--- src/rtl/dwrg_pkg.sv ---
`default_nettype none
package dwrg_pkg;

    localparam int LVL_W = 24;
    localparam int PIX_W = 3 * LVL_W;
    localparam int TAP_W = 4;

    typedef logic signed [LVL_W-1:0] t_lvl;
    typedef logic [PIX_W-1:0]        t_pix;
    typedef logic [TAP_W-1:0]        t_tap;

    // 3x3 neighborhood, center tap last
    localparam t_tap TAP_CENTER = 4'd8;

    localparam t_lvl Q_MAX    = 24'sd8388607;
    localparam t_lvl Q_MIN    = -24'sd8388608;
    localparam t_lvl DROP_RAW = 24'sd1048320;

    // normalized inverse-square weights, Q0.16
    localparam logic [15:0] W_EDGE = 16'd10923;
    localparam logic [15:0] W_DIAG = 16'd5461;

    localparam logic [15:0] SPRING [3] = '{16'd6619, 16'd6554, 16'd6488};
    localparam logic [15:0] DAMP       = 16'd131;

    localparam logic CFG_DESIRED = 1'b0;
    localparam logic CFG_GAP     = 1'b1;

    typedef struct packed {
        logic accept;
        logic clr;
        logic tap_issue;
        t_tap tap;
        logic rd_pix;
        logic calc1;
        logic calc2;
        logic calc3;
        logic wr;
        logic fin;
        logic out_rd;
    } t_cmd;

    typedef struct packed {
        logic out_free;
    } t_stat;

    function automatic logic signed [1:0] tap_dx(input t_tap t);
        logic signed [1:0] r;
        case (t)
            4'd0, 4'd3, 4'd5: r = -2'sd1;
            4'd2, 4'd4, 4'd7: r = 2'sd1;
            default:          r = 2'sd0;
        endcase
        return r;
    endfunction

    function automatic logic signed [1:0] tap_dy(input t_tap t);
        logic signed [1:0] r;
        case (t)
            4'd0, 4'd1, 4'd2: r = -2'sd1;
            4'd5, 4'd6, 4'd7: r = 2'sd1;
            default:          r = 2'sd0;
        endcase
        return r;
    endfunction

    function automatic logic [15:0] tap_weight(input t_tap t);
        return (tap_dx(t) != 2'sd0 && tap_dy(t) != 2'sd0) ? W_DIAG : W_EDGE;
    endfunction

    function automatic t_lvl sat24(input logic signed [33:0] v);
        t_lvl r;
        if (v > 34'(Q_MAX))      r = Q_MAX;
        else if (v < 34'(Q_MIN)) r = Q_MIN;
        else                     r = v[LVL_W-1:0];
        return r;
    endfunction

    function automatic logic [7:0] led_clamp(input t_lvl v);
        logic [7:0] r;
        if (v < 24'sd0)           r = 8'd0;
        else if (v > 24'sd65280)  r = 8'd255;
        else                      r = v[15:8];
        return r;
    endfunction

endpackage
`default_nettype wire

--- src/rtl/dwrg_ctrl.sv ---
`default_nettype none
module dwrg_ctrl #(
    parameter int GRID_WIDTH  = 8,
    parameter int GRID_HEIGHT = 8
) (
    input  wire logic                           i_clk,
    input  wire logic                           i_rst_n,
    input  wire logic                           i_valid,
    input  wire logic                           i_action,
    output logic                                o_ready,
    input  wire dwrg_pkg::t_stat                i_st,
    output dwrg_pkg::t_cmd                      o_cmd,
    output logic [$clog2(GRID_WIDTH)-1:0]       o_x,
    output logic [$clog2(GRID_HEIGHT)-1:0]      o_y
);
    import dwrg_pkg::*;

    localparam int XW = $clog2(GRID_WIDTH);
    localparam int YW = $clog2(GRID_HEIGHT);
    localparam logic [XW-1:0] X_LAST = XW'(GRID_WIDTH - 1);
    localparam logic [YW-1:0] Y_LAST = YW'(GRID_HEIGHT - 1);

    localparam logic [3:0] S_CLEAR = 4'd0;
    localparam logic [3:0] S_IDLE  = 4'd1;
    localparam logic [3:0] S_TAP   = 4'd2;
    localparam logic [3:0] S_WAIT  = 4'd3;
    localparam logic [3:0] S_C1    = 4'd4;
    localparam logic [3:0] S_C2    = 4'd5;
    localparam logic [3:0] S_C3    = 4'd6;
    localparam logic [3:0] S_WR    = 4'd7;
    localparam logic [3:0] S_FIN   = 4'd8;
    localparam logic [3:0] S_RD1   = 4'd9;
    localparam logic [3:0] S_RD2   = 4'd10;

    logic [3:0]    r_state, n_state;
    logic [XW-1:0] r_x, n_x;
    logic [YW-1:0] r_y, n_y;
    t_tap          r_t, n_t;
    logic          r_w, n_w;
    logic          accept, last_pix;

    assign accept   = i_valid && o_ready;
    assign last_pix = (r_x == X_LAST) && (r_y == Y_LAST);
    assign o_ready  = (r_state == S_IDLE);
    assign o_x      = r_x;
    assign o_y      = r_y;

    always_comb begin
        n_state = r_state;
        n_x     = r_x;
        n_y     = r_y;
        n_t     = r_t;
        n_w     = r_w;
        o_cmd   = '0;
        o_cmd.accept = accept;
        o_cmd.tap    = r_t;
        case (r_state)
            S_CLEAR: begin
                o_cmd.clr = 1'b1;
                if (r_x == X_LAST) begin
                    n_x = '0;
                    n_y = r_y + 1'b1;
                end else begin
                    n_x = r_x + 1'b1;
                end
                if (last_pix) begin
                    n_y     = '0;
                    n_state = S_IDLE;
                end
            end
            S_IDLE: begin
                if (accept) begin
                    n_x = '0;
                    n_y = '0;
                    n_t = '0;
                    n_state = i_action ? S_RD1 : S_TAP;
                end
            end
            S_TAP: begin
                o_cmd.tap_issue = 1'b1;
                n_t = r_t + 1'b1;
                if (r_t == TAP_CENTER) begin
                    n_w     = 1'b0;
                    n_state = S_WAIT;
                end
            end
            S_WAIT: begin
                // product and accumulate stages drain
                n_w = 1'b1;
                if (r_w) n_state = S_C1;
            end
            S_C1: begin
                o_cmd.calc1 = 1'b1;
                n_state = S_C2;
            end
            S_C2: begin
                o_cmd.calc2 = 1'b1;
                n_state = S_C3;
            end
            S_C3: begin
                o_cmd.calc3 = 1'b1;
                n_state = S_WR;
            end
            S_WR: begin
                o_cmd.wr = 1'b1;
                n_t = '0;
                if (r_x == X_LAST) begin
                    n_x = '0;
                    n_y = r_y + 1'b1;
                end else begin
                    n_x = r_x + 1'b1;
                end
                if (last_pix) begin
                    n_y     = '0;
                    n_state = S_FIN;
                end else begin
                    n_state = S_TAP;
                end
            end
            S_FIN: begin
                if (i_st.out_free) begin
                    o_cmd.fin = 1'b1;
                    n_state = S_IDLE;
                end
            end
            S_RD1: begin
                o_cmd.rd_pix = 1'b1;
                n_state = S_RD2;
            end
            S_RD2: begin
                o_cmd.rd_pix = 1'b1;
                if (i_st.out_free) begin
                    o_cmd.out_rd = 1'b1;
                    n_state = S_IDLE;
                end
            end
            default: n_state = S_IDLE;
        endcase
    end

    always_ff @(posedge i_clk) begin
        if (!i_rst_n) begin
            r_state <= S_CLEAR;
            r_x     <= '0;
            r_y     <= '0;
            r_t     <= '0;
            r_w     <= 1'b0;
        end else begin
            r_state <= n_state;
            r_x     <= n_x;
            r_y     <= n_y;
            r_t     <= n_t;
            r_w     <= n_w;
        end
    end

    a_tap_range: assert property (@(posedge i_clk) disable iff (!i_rst_n)
        (r_state == S_TAP) |-> (r_t <= TAP_CENTER))
        else $error("tap index past center");
    a_frame_end: assert property (@(posedge i_clk) disable iff (!i_rst_n)
        (r_state == S_WR && last_pix) |=> (r_state == S_FIN))
        else $error("frame did not finish after last pixel");
    a_fin_idle: assert property (@(posedge i_clk) disable iff (!i_rst_n)
        (r_state == S_FIN && i_st.out_free) |=> (r_state == S_IDLE && r_x == '0))
        else $error("finish did not return to idle");
endmodule
`default_nettype wire

--- config.mk ---
export PLATFORM = sky130hd
export DESIGN_NAME = dwrg_ctrl
export DESIGN_NICKNAME = d
export VERILOG_FILES = /design/src/rtl/dwrg_pkg.sv /design/src/rtl/dwrg_ctrl.sv
export SDC_FILE = /design/constraint.sdc
export NUM_CORES = 1
export LEC_CHECK = 0
export BUFFER_PORTS_ARGS = -buffer_cell sky130_fd_sc_hd__buf_2
export CAP_MARGIN = 15
export CORE_UTILIZATION = 30
export DETAILED_ROUTE_END_ITERATION = 7
export GPL_TIMING_DRIVEN = 0
export SLEW_MARGIN = 20
export SYNTH_ARGS = -nofsm -noshare
export SYNTH_HDL_FRONTEND = slang
export SYNTH_SLANG_ARGS = --single-unit
--- constraint.sdc ---
create_clock -name i_clk -period 3.3 [get_ports i_clk]
set_input_delay 0.33 -clock i_clk [delete_from_list [all_inputs] [get_ports i_clk]]
set_output_delay 0.33 -clock i_clk [all_outputs]
set_load 0.02 [all_outputs]
== Word-level counts from Yosys, hierarchy flattened ==
Cells that the tools add are included.

* $add $sub $neg: 3
* Equality and inequality tests: 19
* Muxes and demuxes: 28
* Reduce and logical (&&, ||, !) cells: 14

{| class="wikitable"
|+ Operators with widths
! kind !! count
|-
| $pmux 4 s10 || 1
|-
| $mux 4 || 8
|-
| $eq 4x3->1 const B || 4
|-
| $eq 4x4->1 const B || 4
|-
| $mux 3 || 4
|-
| $pmux 3 s2 || 2
|-
| $pmux 4 s3 || 1
|-
| $mux 1 || 11
|-
| $eq 4x2->1 const B || 2
|-
| $add 3x1->3 const B || 2
|-
| $eq 3x3->1 const B || 2
|-
| $ne 2x2->1 const B || 3
|-
| $reduce_and 2->1 || 3
|-
| $reduce_or 2->1 || 3
|-
| $reduce_and 5->1 || 1
|-
| $add 4x1->4 const B || 1
|-
| $eq 4x1->1 const B || 1
|-
| $logic_not 4->1 || 1
|-
| $ne 2x1->1 const B || 2
|-
| $reduce_bool 2->1 || 2
|-
| $ne 3x1->1 const B || 1
|-
| $reduce_and 3->1 || 1
|-
| $reduce_bool 3->1 || 1
|-
| $logic_and 1x1->1 || 2
|-
| $pmux 1 s2 || 1
|}

* Register bits after elaboration: 15
* Bits of input ports: 5
* Output and inout port bits: 21
* Word-level logic and storage cells: 69

== Longest topological paths before layout ==
* Depth in word-level cells: 4
* Mapped depth: 6
* Mapped depth without buffers: 6

== Worst setup path after synthesis ==
Ideal clock, no wire load.

* Kind: register -> register
* From: register r_state[0]
* To: register r_state[0]
* Library setup time: 0.088 ns
* Arrival: 1.943 ns
* Required time: 3.212 ns
* Setup slack: 1.269 ns
* Cell stages (with the launch flop): 6
* Buffers on the path: 1
* Clock period less this slack: 2.031 ns
* Cells stage by stage: dfxtp_1 buf_2 nor4_1 a22oi_2 and3_4 a311oi_2

* Longest elaborated chain between the ends: 4
* Elaborated cells on any way between the ends: 20
* Classes of those cells: 15 x eq/ne; 1 x mux; 4 x reduce/logical

{| class="wikitable"
|+ RTL lines
! item !! line !! RTL
|-
| start: declaration || dwrg_ctrl.sv:35 || <nowiki>logic [3:0] r_state, n_state;</nowiki>
|-
| start signal: assignment || dwrg_ctrl.sv:149 || <nowiki>r_state <= n_state;</nowiki>
|-
| $eq 4x4->1 or $eq 4x1->1 (tied branches) || dwrg_ctrl.sv:57, dwrg_ctrl.sv:44 ||
|-
| $reduce_or 2->1 (no source line) or $logic_and 1x1->1 (tied branches) || - ||
|-
| $ne 2x1->1 (no source line) || - ||
|-
| $reduce_and 5->1 (no source line) || - ||
|}

Several ways; a longest one is shown, not always the timed one.
A chain may end at the register's enable or synchronous reset.

== Worst setup path after layout ==
* From: register r_state[2]
* To: output port o_cmd[13] (netlist name)

* Longest elaborated chain between the ends: 2

{| class="wikitable"
|+ RTL lines
! item !! line !! RTL
|-
| $eq 4x1->1 || dwrg_ctrl.sv:44 || <nowiki>assign o_ready = (r_state == S_IDLE);</nowiki>
|-
| $logic_and 1x1->1 || dwrg_ctrl.sv:42 || <nowiki>assign accept = i_valid && o_ready;</nowiki>
|-
| end: declaration || dwrg_ctrl.sv:12 || <nowiki>output dwrg_pkg::t_cmd o_cmd,</nowiki>
|}

Every way passes these cells.

==> metrics.cfg <==
[status]
outcome=completed

[floorplan]
placementRows=20
dieHeight_um=60.0
pin_count=26
core_um2=3130
die_w_um=60.0
initial_core_util_pct=32.3
dieArea_um2=3600

[setup_path]
slowest_delay_ps=360
cpMostUsedCell=clkbuf_1
start_kind=flop
worstRegToRegCells=5
r2r_end=o_y[2]$_SDFFE_PN0P_
cp_max_fo=10
required_ps=2970
worst-path-stages=7
cp-end-kind=output port
cp.buffers_inverters=4
r2r_setup_slack_ps=1520
path_cells=clkbuf_1 -> or2_1 -> clkbuf_1 -> nor2_1 -> and2_1 -> buf_4 -> buf_2
endpoint=o_cmd[13]
cpMaxStageDelayCell=dfxtp_1
critPathKind=flop to output port
reg2reg_from=r_state[1]$_SDFFE_PN0P_
worstPathArrival_ps=1850
critPathTopFamily=buffers and inverters
cp-startpoint=r_state[2]$_SDFFE_PN0P_

[sta]
hold_viol_final=0
layout_setup_ws_ps=1120
worst_hold_slack_ps=396
setup_viol=0
finalMaxSlewViolations=0
timing.fmax_mhz=459
worst_slew_pin_slew_ps=535
skew_ps=8.18
maxSlewHeadroom_pct=64.3
period_needed_ps=2180
rsz0062_at_grt=no
fin_crit_sh_pct=66.0
tns_ps=0

[cts]
ctsHoldBuffers=0
clk_pin_slew_worst_paths_ps=90
cts_made_buffers=3
clock_latency_ps=290
cts_resized=0
clock-sinks=15
clockBufferDepth=2
root_buffer=clkbuf_4
post_cts_buffers=0
cts_tree=done
htreeDepth=1

[power]
power.clock.fraction_pct=33.3
power.static_leakage_nw=0.520
combPwrFrac_pct=7.6
p_switching_w=0.0000780
p_total_w=0.000316
p_seq_share_pct=59.0
ir_drop_mv=0.166
power.internal_w=0.000238
switching_share_pct=24.6
power.density_nw_per_um2=261

[cells_and_area]
num_antenna_cells=0
final_common_cell=buf_2
fin_nets=166
drive_gt1_share_pct=24.7
area_growth_pct=20.1
final_cell_mix=buf_2 (26), dfxtp_1 (15), nor2_1 (13)

[hold_path]
hold_depth=3
holdCritPathClass=input pin to flop

[logic_synthesis]
synth_edf_count=0
ys_seq_area_share_pct=29.7
netlist_instances=126
synth_area_per_cell_um2=8.01
synth_seq_cells=15
synth_warnings=0
synth_cell_type_count=46
syn_nets=137
synthFlopType=dfxtp_1
synthesis.area_um2=1010
synth-async-reset-ratio_pct=0

[global_routing]
grt-ovfl-total=0
antenna_found_initial=0
use_met2_pct=22.4
gr-max-usage-layer=met2
use_met1_pct=19.7
grt_usage_pct=14.5
grt_pass1_vias=877
grt_first_pass_wirelength_mm=3.90
grt_max_degree=11
use_met3_pct=3.90

[placed_design]
gp_congestion=0.850
dp_hpwl_mm=1.81
pre_cts_ws_ps=1460
portBuffers=24

[drt]
first_iter_violations=61
ant_nets=0
via_count=997
wl_mm=2.28
via_per_inst=5.04
wl_per_cell_um=11.5
firstDrtPassIters=4
drc=0

[flow_run]
maxCapViolations=0

==> through the flow <==
stage               std cells  util (%)  cell area, um2
floorplan                 126         -            1010
global placement          194      37.9            1180
detailed placement        194      37.9            1180
CTS                       198      38.8            1210
global route              198      38.8            1210
finish                    198      38.8            1210
==> worst min-delay path by stage <==
| stage | slack [ps] | endpoint | startpoint |
|---|---|---|---|
| after CTS | 400 | r_state[3]$_SDFFE_PN0P_ | i_st |
| after detailed placement | 470 | o_y[1]$_SDFFE_PN0P_ | o_y[1]$_SDFFE_PN0P_ |
| after global routing | 420 | r_state[2]$_SDFFE_PN0P_ | i_rst_n |
| after floorplan | 530 | r_w$_SDFFE_PN0P_ | r_w$_SDFFE_PN0P_ |
| final | 400 | r_state[2]$_SDFFE_PN0P_ | i_rst_n |
| after global placement | 470 | o_y[1]$_SDFFE_PN0P_ | o_y[1]$_SDFFE_PN0P_ |
==> flip-flops by register name (all words and copies together), names as in the netlist <==
name     count
o_x          3
o_y          3
r_state      4
r_t          4
r_w          1
==> power by group through the flow <==
stage | Combinational [W] | Sequential (W) | Clock, W
after global placement | 0.0000241 | 0.000191 | 0
final | 0.0000241 | 0.000187 | 0.000105
after floorplan | 0.0000115 | 0.000195 | 0
after CTS | 0.0000245 | 0.000187 | 0.000113
after global routing | 0.0000269 | 0.000187 | 0.000119
after detailed placement | 0.0000243 | 0.000191 | 0
==> logic make-up after synthesis <==
| family | count (synthesis) | synth area share [%] |
|---|---|---|
| AND/OR/NAND/NOR | 55 | 30.6 |
| AO/OA/AOI/OAI | 32 | 23.4 |
| buffers and inverters | 16 | 7.06 |
| flip-flops | 15 | 29.7 |
| adder cells (fa/ha/maj) | 6 | 7.43 |
| XOR/XNOR | 2 | 1.74 |
==> worst register-to-register path: cells and delay by family, from the launching register on <==
family                 cells  cell delay (ps)
buffers and inverters      1              370
flip-flops                 1              470
AND/OR/NAND/NOR            2              500
AO/OA/AOI/OAI              2              310
==> synth_stat cells, types with 3 or more instances <==
cell type	instances	area [um2]
nand2b_1	3	18.8
ha_1	6	75.1
nor2_1	13	48.8
clkbuf_1	5	18.8
inv_1	5	18.8
nor3_1	3	15.0
dfxtp_1	15	300
a21oi_1	8	40.0
o21ai_1	6	30.0
nand3b_1	3	22.5
nand2_1	12	45.0
==> area by class of cell <==
| type | count | area, um2 |
|---|---|---|
| Clock inverter | 1 | 5.00 |
| Buffer | 10 | 43.8 |
| Fill cell | 337 | 1920 |
| Inverter | 6 | 27.5 |
| Sequential cell | 15 | 300 |
| Tap cell | 44 | 55.1 |
| Multi-Input combinational cell | 95 | 638 |
| Clock buffer | 3 | 22.5 |
| Timing Repair Buffer | 24 | 120 |
==> per-layer routing <==
layer	part of all wire [%]	wire length, um
met5	0	0
met4	0.48	11
met3	4.3	98
met2	47	1070
met1	49	1110
(Power assumes the default switching activity.)
